<file path="config.mk">
export PLATFORM = sky130hd
export DESIGN_NAME = cellular_automaton_cell_update_core
export DESIGN_NICKNAME = d
export VERILOG_FILES = /design/src/rtl/cacu_pkg.sv /design/src/rtl/cacu_reduce.sv /design/src/rtl/cacu_rule.sv /design/src/rtl/cellular_automaton_cell_update_core.sv
export SDC_FILE = /design/constraint.sdc
export NUM_CORES = 1
export LEC_CHECK = 0
export BUFFER_PORTS_ARGS = -buffer_cell sky130_fd_sc_hd__buf_4
export CORE_AREA = 10 10 171 173
export DETAILED_ROUTE_END_ITERATION = 12
export DIE_AREA = 0 0 181 183
export GPL_TIMING_DRIVEN = 0
export PLACE_DENSITY_LB_ADDON = 0.3
export SYNTH_ARGS = -nofsm -noshare
export SYNTH_HDL_FRONTEND = slang
export SYNTH_SLANG_ARGS = --single-unit
</file>
<file path="constraint.sdc">
create_clock -name clk -period 5.9 [get_ports clk]
set_input_delay 0.59 -clock clk [delete_from_list [all_inputs] [get_ports clk]]
set_output_delay 0.59 -clock clk [all_outputs]
set_load 0.05 [all_outputs]
</file>
<file path="src/rtl/cacu_pkg.sv">
// ----------------------------------------------------------------------------
// cacu_pkg
// Types, codes and constants shared by the cell update pipeline.
// ----------------------------------------------------------------------------
package cacu_pkg;

  localparam int CELL_BITS_DEF = 8;
  localparam int CFG_W         = 8;
  localparam int CFG_IDX_W     = 2;
  localparam int NBR_COUNT     = 8;
  localparam int PAIR_COUNT    = NBR_COUNT / 2;
  localparam int CNT_W         = $clog2(NBR_COUNT + 1);

  localparam logic [CFG_W-1:0] BZ_MAX_RST  = 8'd255;
  localparam logic [CFG_W-1:0] BZ_GAIN_RST = 8'd1;

  typedef enum logic [1:0] {
    MODE_LIFE  = 2'd0,
    MODE_BRAIN = 2'd1,
    MODE_WIRE  = 2'd2,
    MODE_BZ    = 2'd3
  } mode_t;

  typedef enum logic [CFG_IDX_W-1:0] {
    REG_RULE_MODE = 2'd0,
    REG_BZ_MAX    = 2'd1,
    REG_BZ_GAIN   = 2'd2
  } reg_idx_t;

  localparam int BRAIN_DEAD  = 0;
  localparam int BRAIN_ALIVE = 1;
  localparam int BRAIN_DYING = 2;
  localparam int BRAIN_BIRTH = 2;

  localparam int WIRE_EMPTY = 0;
  localparam int WIRE_HEAD  = 1;
  localparam int WIRE_TAIL  = 2;
  localparam int WIRE_COND  = 3;
  localparam int WIRE_FIRE_LO = 1;
  localparam int WIRE_FIRE_HI = 2;

  localparam int LIFE_DEAD    = 0;
  localparam int LIFE_ALIVE   = 1;
  localparam int LIFE_KEEP_LO = 2;
  localparam int LIFE_KEEP_HI = 3;
  localparam int LIFE_BIRTH   = 3;

  localparam int BZ_SUM_SHIFT = 3;

  typedef struct packed {
    logic  adv;
    mode_t mode;
  } pipe_ctrl_t;

  // fraction bits of the reciprocal; keeps the divide exact for sums of eight cells
  function automatic int recip_shift(input int cell_bits);
    return cell_bits + 6;
  endfunction

endpackage

</file>
<file path="src/rtl/cacu_reduce.sv">
// ----------------------------------------------------------------------------
// cacu_reduce
// Stages 1 and 2: neighbor flag counts, pair sums, then the neighbor sum.
// ----------------------------------------------------------------------------
module cacu_reduce #(
  parameter int CELL_BITS = cacu_pkg::CELL_BITS_DEF
) (
  input  logic                      clk,
  input  logic                      rst,
  input  cacu_pkg::pipe_ctrl_t      ctrl,
  input  logic                      in_valid,
  input  logic [CELL_BITS-1:0]      nbr [cacu_pkg::NBR_COUNT],
  input  logic [CELL_BITS-1:0]      center,
  output logic                      s2_valid,
  output logic [CELL_BITS-1:0]      s2_center,
  output logic [CELL_BITS+2:0]      s2_nsum,
  output logic [cacu_pkg::CNT_W-1:0] s2_ones,
  output logic [cacu_pkg::CNT_W-1:0] s2_nz
);

  localparam int PAIR_W = CELL_BITS + 1;
  localparam int NSUM_W = CELL_BITS + 3;

  logic                       s1_valid;
  logic [CELL_BITS-1:0]       s1_center;
  logic [PAIR_W-1:0]          s1_pair [cacu_pkg::PAIR_COUNT];
  logic [cacu_pkg::CNT_W-1:0] s1_ones;
  logic [cacu_pkg::CNT_W-1:0] s1_nz;

  logic [PAIR_W-1:0]          pair_next [cacu_pkg::PAIR_COUNT];
  logic [cacu_pkg::CNT_W-1:0] ones_next;
  logic [cacu_pkg::CNT_W-1:0] nz_next;

  always_comb begin
    ones_next = '0;
    nz_next   = '0;
    for (int k = 0; k < cacu_pkg::PAIR_COUNT; k++) begin
      pair_next[k] = PAIR_W'(nbr[2*k]) + PAIR_W'(nbr[2*k+1]);
    end
    for (int k = 0; k < cacu_pkg::NBR_COUNT; k++) begin
      if (nbr[k] == CELL_BITS'(cacu_pkg::BRAIN_ALIVE)) begin
        ones_next = ones_next + cacu_pkg::CNT_W'(1);
      end
      if (nbr[k] != '0) begin
        nz_next = nz_next + cacu_pkg::CNT_W'(1);
      end
    end
  end

  always_ff @(posedge clk) begin
    if (rst) begin
      s1_valid <= 1'b0;
      s2_valid <= 1'b0;
    end else if (ctrl.adv) begin
      s1_valid <= in_valid;
      s2_valid <= s1_valid;
    end
  end

  always_ff @(posedge clk) begin
    if (ctrl.adv) begin
      s1_center <= center;
      s1_pair   <= pair_next;
      s1_ones   <= ones_next;
      s1_nz     <= nz_next;
      s2_center <= s1_center;
      s2_nsum   <= (NSUM_W'(s1_pair[0]) + NSUM_W'(s1_pair[1]))
                 + (NSUM_W'(s1_pair[2]) + NSUM_W'(s1_pair[3]));
      s2_ones   <= s1_ones;
      s2_nz     <= s1_nz;
    end
  end

endmodule

</file>
<file path="src/rtl/cacu_rule.sv">
// ----------------------------------------------------------------------------
// cacu_rule
// Stage 3: rule evaluation per mode and the reciprocal multiply for the
// reaction average.
// ----------------------------------------------------------------------------
module cacu_rule #(
  parameter int CELL_BITS = cacu_pkg::CELL_BITS_DEF
) (
  input  logic                            clk,
  input  logic                            rst,
  input  cacu_pkg::pipe_ctrl_t            ctrl,
  input  logic [cacu_pkg::CFG_W-1:0]      bz_max_level,
  input  logic [cacu_pkg::CFG_W-1:0]      bz_gain,
  input  logic                            s2_valid,
  input  logic [CELL_BITS-1:0]            s2_center,
  input  logic [CELL_BITS+2:0]            s2_nsum,
  input  logic [cacu_pkg::CNT_W-1:0]      s2_ones,
  input  logic [cacu_pkg::CNT_W-1:0]      s2_nz,
  output logic                            s3_valid,
  output logic                            s3_use_div,
  output logic [CELL_BITS-1:0]            s3_res,
  output logic [CELL_BITS+3+cacu_pkg::recip_shift(CELL_BITS):0] s3_prod
);

  localparam int NSUM_W = CELL_BITS + 3;
  localparam int SUM_W  = CELL_BITS + 4;
  localparam int VAL_W  = ((CELL_BITS + 1 > cacu_pkg::CFG_W) ? CELL_BITS + 1
                                                              : cacu_pkg::CFG_W) + 1;
  localparam int K      = cacu_pkg::recip_shift(CELL_BITS);
  localparam int REC_W  = K + 1;
  localparam int PROD_W = NSUM_W + REC_W;

  // ceil(2^K / d); entry 0 gives a zero quotient when no cell is active
  localparam logic [REC_W-1:0] RECIP [cacu_pkg::NBR_COUNT+1] = '{
    REC_W'(0),
    REC_W'(2**K),
    REC_W'((2**K + 1) / 2),
    REC_W'((2**K + 2) / 3),
    REC_W'((2**K + 3) / 4),
    REC_W'((2**K + 4) / 5),
    REC_W'((2**K + 5) / 6),
    REC_W'((2**K + 6) / 7),
    REC_W'((2**K + 7) / 8)
  };

  logic [CELL_BITS-1:0] res_next;
  logic                 use_div_next;
  logic [CELL_BITS-1:0] life_res, brain_res, wire_res, bz_res;
  logic [SUM_W-1:0]     total;
  logic [VAL_W-1:0]     bz_v;
  logic [VAL_W-1:0]     max_ext;
  logic                 ones_fire;

  always_comb begin
    // life
    life_res = s2_center;
    if (s2_center != '0) begin
      if (s2_nsum < NSUM_W'(cacu_pkg::LIFE_KEEP_LO) || s2_nsum > NSUM_W'(cacu_pkg::LIFE_KEEP_HI))
      begin
        life_res = CELL_BITS'(cacu_pkg::LIFE_DEAD);
      end
    end else if (s2_nsum == NSUM_W'(cacu_pkg::LIFE_BIRTH)) begin
      life_res = CELL_BITS'(cacu_pkg::LIFE_ALIVE);
    end

    // brain
    if (s2_center == CELL_BITS'(cacu_pkg::BRAIN_ALIVE)) begin
      brain_res = CELL_BITS'(cacu_pkg::BRAIN_DYING);
    end else if (s2_center == CELL_BITS'(cacu_pkg::BRAIN_DEAD) &&
                 s2_ones == cacu_pkg::CNT_W'(cacu_pkg::BRAIN_BIRTH)) begin
      brain_res = CELL_BITS'(cacu_pkg::BRAIN_ALIVE);
    end else begin
      brain_res = CELL_BITS'(cacu_pkg::BRAIN_DEAD);
    end

    // wireworld
    ones_fire = (s2_ones == cacu_pkg::CNT_W'(cacu_pkg::WIRE_FIRE_LO)) ||
                (s2_ones == cacu_pkg::CNT_W'(cacu_pkg::WIRE_FIRE_HI));
    if (s2_center == CELL_BITS'(cacu_pkg::WIRE_HEAD)) begin
      wire_res = CELL_BITS'(cacu_pkg::WIRE_TAIL);
    end else if (s2_center == CELL_BITS'(cacu_pkg::WIRE_TAIL)) begin
      wire_res = CELL_BITS'(cacu_pkg::WIRE_COND);
    end else if (s2_center == CELL_BITS'(cacu_pkg::WIRE_COND)) begin
      wire_res = ones_fire ? CELL_BITS'(cacu_pkg::WIRE_HEAD) : CELL_BITS'(cacu_pkg::WIRE_COND);
    end else begin
      wire_res = CELL_BITS'(cacu_pkg::WIRE_EMPTY);
    end

    // reaction, active cell
    total   = SUM_W'(s2_nsum) + SUM_W'(s2_center);
    max_ext = VAL_W'(bz_max_level);
    bz_v    = VAL_W'(total >> cacu_pkg::BZ_SUM_SHIFT) + VAL_W'(bz_gain);
    bz_res  = (bz_v > max_ext) ? CELL_BITS'(bz_max_level) : CELL_BITS'(bz_v);
    if (VAL_W'(s2_center) >= max_ext) begin
      bz_res = '0;
    end

    use_div_next = 1'b0;
    unique case (ctrl.mode)
      cacu_pkg::MODE_LIFE:  res_next = life_res;
      cacu_pkg::MODE_BRAIN: res_next = brain_res;
      cacu_pkg::MODE_WIRE:  res_next = wire_res;
      cacu_pkg::MODE_BZ: begin
        res_next     = bz_res;
        use_div_next = (s2_center == '0) && (max_ext != '0);
      end
      default:              res_next = '0;
    endcase
  end

  always_ff @(posedge clk) begin
    if (rst) begin
      s3_valid <= 1'b0;
    end else if (ctrl.adv) begin
      s3_valid <= s2_valid;
    end
  end

  always_ff @(posedge clk) begin
    if (ctrl.adv) begin
      s3_res     <= res_next;
      s3_use_div <= use_div_next;
      s3_prod    <= PROD_W'(s2_nsum) * PROD_W'(RECIP[s2_nz]);
    end
  end

endmodule

</file>
<file path="src/rtl/cellular_automaton_cell_update_core.sv">
// ----------------------------------------------------------------------------
// cellular_automaton_cell_update_core
// Next value of the center cell of a 3x3 neighborhood under a selectable rule.
// ----------------------------------------------------------------------------
// Takes one neighborhood beat per clock and returns one next_value beat per
// input beat, in order. Four register stages: count/pair-sum, neighbor sum,
// rule evaluation with reciprocal multiply, and the output register; out_valid
// rises when the accepted beat reaches the output register.
// Sustained rate is one beat per cycle; while a result waits with out_ready
// low the whole pipe holds, and in_ready follows the output register (free or
// being taken). Write the rule registers only while the pipe is empty.
module cellular_automaton_cell_update_core #(
  parameter int CELL_BITS = cacu_pkg::CELL_BITS_DEF
) (
  input  logic                           clk,
  input  logic                           rst,
  input  logic                           cfg_we,
  input  logic [cacu_pkg::CFG_IDX_W-1:0] cfg_index,
  input  logic [cacu_pkg::CFG_W-1:0]     cfg_data,
  input  logic                           in_valid,
  output logic                           in_ready,
  input  logic [CELL_BITS-1:0]           cell_nw,
  input  logic [CELL_BITS-1:0]           cell_n,
  input  logic [CELL_BITS-1:0]           cell_ne,
  input  logic [CELL_BITS-1:0]           cell_w,
  input  logic [CELL_BITS-1:0]           cell_center,
  input  logic [CELL_BITS-1:0]           cell_e,
  input  logic [CELL_BITS-1:0]           cell_sw,
  input  logic [CELL_BITS-1:0]           cell_s,
  input  logic [CELL_BITS-1:0]           cell_se,
  output logic                           out_valid,
  input  logic                           out_ready,
  output logic [CELL_BITS-1:0]           next_value
);

  localparam int K      = cacu_pkg::recip_shift(CELL_BITS);
  localparam int PROD_W = CELL_BITS + 3 + K + 1;

  cacu_pkg::mode_t             rule_mode;
  logic [cacu_pkg::CFG_W-1:0]  bz_max_level;
  logic [cacu_pkg::CFG_W-1:0]  bz_gain;

  cacu_pkg::pipe_ctrl_t        ctrl;
  logic [CELL_BITS-1:0]        nbr [cacu_pkg::NBR_COUNT];

  logic                        s2_valid;
  logic [CELL_BITS-1:0]        s2_center;
  logic [CELL_BITS+2:0]        s2_nsum;
  logic [cacu_pkg::CNT_W-1:0]  s2_ones;
  logic [cacu_pkg::CNT_W-1:0]  s2_nz;

  logic                        s3_valid;
  logic                        s3_use_div;
  logic [CELL_BITS-1:0]        s3_res;
  logic [PROD_W-1:0]           s3_prod;

  assign ctrl.adv  = !out_valid || out_ready;
  assign ctrl.mode = rule_mode;
  assign in_ready  = ctrl.adv;

  assign nbr[0] = cell_nw;
  assign nbr[1] = cell_n;
  assign nbr[2] = cell_ne;
  assign nbr[3] = cell_w;
  assign nbr[4] = cell_e;
  assign nbr[5] = cell_sw;
  assign nbr[6] = cell_s;
  assign nbr[7] = cell_se;

  always_ff @(posedge clk) begin
    if (rst) begin
      rule_mode    <= cacu_pkg::MODE_LIFE;
      bz_max_level <= cacu_pkg::BZ_MAX_RST;
      bz_gain      <= cacu_pkg::BZ_GAIN_RST;
    end else if (cfg_we) begin
      unique case (cacu_pkg::reg_idx_t'(cfg_index))
        cacu_pkg::REG_RULE_MODE: rule_mode    <= cacu_pkg::mode_t'(cfg_data[1:0]);
        cacu_pkg::REG_BZ_MAX:    bz_max_level <= cfg_data;
        cacu_pkg::REG_BZ_GAIN:   bz_gain      <= cfg_data;
        default: ;
      endcase
    end
  end

  cacu_reduce #(.CELL_BITS(CELL_BITS)) u_reduce (
    .clk       (clk),
    .rst       (rst),
    .ctrl      (ctrl),
    .in_valid  (in_valid),
    .nbr       (nbr),
    .center    (cell_center),
    .s2_valid  (s2_valid),
    .s2_center (s2_center),
    .s2_nsum   (s2_nsum),
    .s2_ones   (s2_ones),
    .s2_nz     (s2_nz)
  );

  cacu_rule #(.CELL_BITS(CELL_BITS)) u_rule (
    .clk          (clk),
    .rst          (rst),
    .ctrl         (ctrl),
    .bz_max_level (bz_max_level),
    .bz_gain      (bz_gain),
    .s2_valid     (s2_valid),
    .s2_center    (s2_center),
    .s2_nsum      (s2_nsum),
    .s2_ones      (s2_ones),
    .s2_nz        (s2_nz),
    .s3_valid     (s3_valid),
    .s3_use_div   (s3_use_div),
    .s3_res       (s3_res),
    .s3_prod      (s3_prod)
  );

  always_ff @(posedge clk) begin
    if (rst) begin
      out_valid <= 1'b0;
    end else if (ctrl.adv) begin
      out_valid <= s3_valid;
    end
  end

  always_ff @(posedge clk) begin
    if (ctrl.adv) begin
      next_value <= s3_use_div ? CELL_BITS'(s3_prod >> K) : s3_res;
    end
  end

endmodule

</file>
* After elaboration in Yosys (flattened, before gate mapping)
Memories as Yosys holds them, arrays and structs flattened. Cells that the tools add are included.
Operators by class: $lt $le $gt $ge 5, bitwise operators 1, multiplexer cells 31, reductions and logical operators 22, $add $sub $neg 23, multiply operators 1, eq/ne operators 19
Operators with widths (number):
- 8-bit 2-to-1 mux | 10
- 8-bit nonzero test | 10
- 8-bit by 1-bit == test with 1-bit output (second input constant) | 9
- 4-bit 2-to-1 mux | 14
- 4-bit by 1-bit adder with 4-bit output (second input constant) | 12
- 8-bit by 8-bit adder with 9-bit output | 4
- 8-bit case mux with 4 select lines | 1
- 15-bit 2-to-1 mux | 2
- 11-bit by 15-bit multiplier with 22-bit output | 1
- 9-bit by 9-bit adder with 10-bit output | 2
- 8-bit by 2-bit == test with 1-bit output (second input constant) | 2
- 11-bit by 8-bit adder with 12-bit output | 1
- 11-bit adder | 1
- 11-bit by 2-bit == test with 1-bit output (second input constant) | 1
- 11-bit by 2-bit greater-than comparator with 1-bit output (second input constant) | 1
- 11-bit by 2-bit < comparator with 1-bit output (second input constant) | 1
- 9-bit by 8-bit adder with 10-bit output | 1
- 10-bit by 8-bit greater-than comparator with 1-bit output | 1
- 8-bit greater-or-equal comparator | 1
- 8-bit zero test | 1
- 2-bit == test (second input constant) | 3
- 2-bit AND reduction | 3
- 5-bit greater-or-equal comparator (second input constant) | 1
- 4-bit inverter with 5-bit output | 1
- other kinds (10) | 18
Storage, ports and cells: ROM bits 240, output and inout bits 10, bits of input ports 87, memories kept 1, word-level logic and storage cells 125, bits in registers 140
Memories:
- (name not given) | words 16, bits a word 15, rd ports 1, clocked after Yosys merged registers in 0, wr ports 0, RTL line cacu_rule.sv:123 | s3_prod <= PROD_W'(s2_nsum) * PROD_W'(RECIP[s2_nz]);

* Depth between registers and ports, before layout
depth after elaboration 16, gate-level depth with buffers 25, gate-level depth less buffers 24

* Cells and area by module
A second synthesis with hierarchy kept.
Unflattened totals: cell total of the unflattened synthesis 1426, area total of the unflattened synthesis 14786.7 um^2
By module, submodules not included:
- cacu_rule | instances 1, area each 7835.0 um^2, sequential area each 1071.0 um^2, cells an instance 845
- cacu_reduce | instances 1, area each 5800.6 um^2, sequential area each 2412.3 um^2, cells an instance 481
- cellular_automaton_cell_update_core | instances 1, area each 1151.1 um^2, sequential area each 620.6 um^2, cells an instance 100

* Worst setup path before layout
No wires, ideal clock.
path type register -> register, from register u_reduce.s2_nz[0] (netlist name), to register u_rule.s3_prod[20] (netlist name), data pin, clock period less this slack 5.873 ns, data arrival time 5.611 ns, library setup time 0.262 ns, required time 5.638 ns, cell stages (with the launch flop) 22, slack 0.027 ns, buffers on the path 0, path through edfxtp_1 > ha_1 > nor2b_1 > nor2b_1 > and2_1 > or2_2 > fa_1 > fa_1 > fa_1 > fa_1 > inv_1 > fa_1 > inv_1 > ha_1 > a21o_1 > a21oi_1 > nand2_1 > o211ai_1 > a21oi_1 > a41oi_1 > a21oi_1 > xor2_1
On the way: word-level cells in the longest chain between the ends 5
Ends and longest elaborated chain:
- from (decl) | RTL line cacu_reduce.sv:18 | output logic [cacu_pkg::CNT_W-1:0] s2_nz
- from (signal assigned) | RTL line cacu_reduce.sv:70 | s2_nz <= s1_nz;
- 4-bit inverter with 5-bit output (implied by the code) | RTL line cacu_rule.sv:123
- memory 16 x 15 bit
- 15-bit 2-to-1 mux (implied by the code) (2 in series) | RTL line cacu_rule.sv:123
- 11-bit by 15-bit multiplier with 22-bit output | RTL line cacu_rule.sv:123
- to (signal assigned) | RTL line cacu_rule.sv:123
- to (decl) | RTL line cacu_rule.sv:22 | output logic [CELL_BITS+3+cacu_pkg::recip_shift(CELL_BITS):0] s3_prod
No other way between the ends. The select of a mux whose other input is x is not followed. A chain may end at the register's enable or synchronous reset.

* Final worst setup path
from register u_reduce.s2_nz[0] (netlist name), to register u_rule.s3_prod[19] (netlist name), data pin
The elaborated chain is that of the path after synthesis.

==> impl_metrics.env <==
export IMPL_p_leak_uw=0.00749
export IMPL_track_usage_pct=17.6
export IMPL_drt_first_pass_iters=4
export IMPL_drv_slew=0
export IMPL_postSynthCellCount=1340
export IMPL_coreArea_um2=25800
export IMPL_cts_root_buf="clkbuf_16"
export IMPL_worstSetupPathType="flop to flop"
export IMPL_place_gp_congestion=0.918
export IMPL_synth_seq_cells=126
export IMPL_async_flop_share_pct=0
export IMPL_dp_hpwl_um=23600
export IMPL_overflow=0
export IMPL_crit_slowest_cell="fa_1"
export IMPL_postSynthAreaPerCell_um2=9.87
export IMPL_power_switching_uw=1970
export IMPL_antenna_found_initial=0
export IMPL_area_growth_pct=17.6
export IMPL_clkPwrFrac_pct=22.0
export IMPL_cts_sinks=126
export IMPL_ys_seq_area_share_pct=27.0
export IMPL_worst_pin_slew_ps=756
export IMPL_syn_nets=1699
export IMPL_synth_area_leaders="edfxtp_1, fa_1, ha_1"
export IMPL_clock_path_buffers=2
export IMPL_grt_first_pass_wirelength_um=48400
export IMPL_synth_cell_type_count=70
export IMPL_final_fill_count=2135
export IMPL_io_pins=97
export IMPL_pre_cts_ws_ps=-819
export IMPL_post_route_period_util_pct=97.7
export IMPL_rows=59
export IMPL_synth_area_um2=13200
export IMPL_drv_cap=0
export IMPL_ant_nets=0
export IMPL_drc_errors=0
export IMPL_synth_ff_type="edfxtp_1"
export IMPL_hp_class="input port to flop"
export IMPL_viasPerCell=5.28
export IMPL_n_antenna_cell=0
export IMPL_setup_violations=0
export IMPL_r2r_slack_ps=130
export IMPL_cp_arrival_ps=5940
export IMPL_synth_edf_count=104
export IMPL_p_comb_share_pct=50.6
export IMPL_crit_chain="inv_2 > ha_4 > and3b_2 > buf_6 > and2_4 > or2_4 > fa_1 > fa_1 > fa_1 > fa_1 > inv_2 > fa_1 > inv_2 > ha_4 > a21o_1 > a21oi_2 > nand2_1 > o211ai_1 > buf_4 > a21oi_4 > a41oi_2 > nor2b_2 > xnor2_1"
export IMPL_whs_ps=343
export IMPL_rsz0062_at_grt="true"
export IMPL_vias=9636
export IMPL_cp_common_cell="fa_1"
export IMPL_htree_levels=4
export IMPL_die_h_um=183
export IMPL_die_w_um=181
export IMPL_status="finished clean"
export IMPL_clock_fmax_ghz=0.173
export IMPL_required_ps=6070
export IMPL_cp_end_kind="flop"
export IMPL_drive_gt1_share_pct=17.5
export IMPL_setup_ws_ps=134
export IMPL_cts_tree="yes"
export IMPL_peakVddDrop_mv=0.272
export IMPL_drt_total_wl_um=29300
export IMPL_synthDominantAreaCellType="edfxtp_1"
export IMPL_ys_warn_count=0
export IMPL_swShare_pct=40.9
export IMPL_relSlewSlack_pct=49.4
export IMPL_skew_ps=9.18
export IMPL_p_per_area_nw_per_um2=310
export IMPL_clkLatencyLatePin_ps=420
export IMPL_fin_nets=1835
export IMPL_period_needed_ps=5770
export IMPL_hold_viol_final=0
export IMPL_layout_common_cells="inv_1, ha_1, nand2_1, buf_4, fa_1"
export IMPL_port_buffers=96
export IMPL_start_util_pct=51.3
export IMPL_yosys_area_top_type_share_pct=23.6
export IMPL_crit_path_start_kind="flop"
export IMPL_clk_pin_slew_ps=60
export IMPL_ctsHoldBuffers=0
export IMPL_mostFrequentLayoutCell="inv_1"
export IMPL_grt_max_degree=44
export IMPL_pwr_share_seq_pct=27.4
export IMPL_critPathMaxFanout=5
export IMPL_p_int_uw=2850
export IMPL_wl_per_cell_um=16.1
export IMPL_die_area_um2=33100
export IMPL_numCtsBuffers=17
export IMPL_grt_pass1_vias=10074
export IMPL_cp_slowest_stage_delay_ps=540
export IMPL_drt_iter0_drc=511
==> layer usage <==
metal / vias to the layer above / share of wire (%) / global-route usage, %
met3: 40 / 5.7 / 3.25
met2: 273 / 48 / 29.6
met5: - / 0 / 0
li1: 4730 / - / -
met1: 4593 / 44 / 22.8
met4: 0 / 1.9 / 4.91
==> flip-flops by register name (all words and copies together) (netlist names), 8 cells and up <==
| name | flops |
|---|---|
| bz_gain | 8 |
| bz_max_level | 8 |
| next_value | 8 |
| u_reduce.s1_center | 8 |
| u_reduce.s1_pair | 36 |
| u_reduce.s2_center | 8 |
| u_reduce.s2_nsum | 11 |
| u_rule.s3_prod | 8 |
| u_rule.s3_res | 8 |
==> logic make-up after synthesis <==
kind of cell    synth area share (%)
simple gates                    13.4
compound gates                  9.91
xor+xnor                        7.30
fa+ha+maj                       32.4
flops                           27.0
buf+inv                         7.82
mux                             2.15
==> worst paths after layout <==
path                                           from                     to  cells after the start
worst max-delay path              u_reduce.s2_nz[0]     u_rule.s3_prod[19]                     23
worst min-delay path                 cell_center[1]  u_reduce.s1_center[1]                      1
worst max register to register    u_reduce.s2_nz[0]     u_rule.s3_prod[19]                     23
worst min register to register  u_reduce.s1_ones[1]    u_reduce.s2_ones[1]                      0
==> final cells by class <==
type / count / area [um2] / share of cell area, %
buffer: 29 / 161 / 1.04
timing repair buffer: 119 / 941 / 6.05
tap: 335 / 419 / 2.70
multi-input combinational: 939 / 8930 / 57.5
sequential: 126 / 3560 / 22.9
inverter: 244 / 916 / 5.89
clock buffer: 19 / 475 / 3.06
clock inverter: 13 / 131 / 0.845
==> cell usage after synthesis (5+ instances only) <==
cell / instances
dfxtp_1: 22
edfxtp_1: 104
a21oi_1: 64
nand2b_1: 11
nand2_1: 121
mux2i_1: 16
a21o_1: 28
a211o_1: 11
nor2b_1: 11
and2_1: 61
xor2_1: 28
a22oi_1: 6
nor3_1: 13
xnor2_1: 68
o21a_1: 5
nor3b_1: 5
o21bai_1: 19
o21ai_0: 28
inv_1: 244
nand3_1: 15
ha_1: 154
nor2_1: 51
clkbuf_1: 30
fa_1: 118
mux2_2: 11
nor4_1: 11
==> through the flow <==
step	setup TNS [ps]	cells	util, %	area [um2]	power, uW
4_1_cts	0	1809	58.7	15100	4770
2_1_floorplan	0	1340	-	13200	3060
5_1_grt	-197	1824	60.3	15500	5180
6_report	0	1824	60.3	15500	4820
3_5_place_dp	-4650	1773	55.9	14400	3680
3_3_place_gp	-4190	1771	55.7	14400	3620
==> power groups by stage <==
stage                     Clock (uW)  Combinational, uW  Sequential (uW)
after global routing            1120               2720             1330
final                           1060               2440             1320
after detailed placement           0               2340             1330
after CTS                       1070               2380             1320
after global placement             0               2280             1330
after floorplan                    0               1780             1280
==> timing repair <==
item | CTS | global route
gates cloned | 0 | 3
setup endpoints to repair | 8 | 8
resized for setup | 30 | 82
pin swaps | 6 | 41
buffers inserted | 5 | 13
==> worst max-delay path, delay by kind of cell (launching register included) <==
kind | cells | cell delay (ps)
fa+ha+maj | 7 | 2860
xor+xnor | 1 | 60
flops | 1 | 410
compound gates | 5 | 810
simple gates | 5 | 900
buf+inv | 5 | 480
No activity file was read; power rests on OpenSTA's default activity.
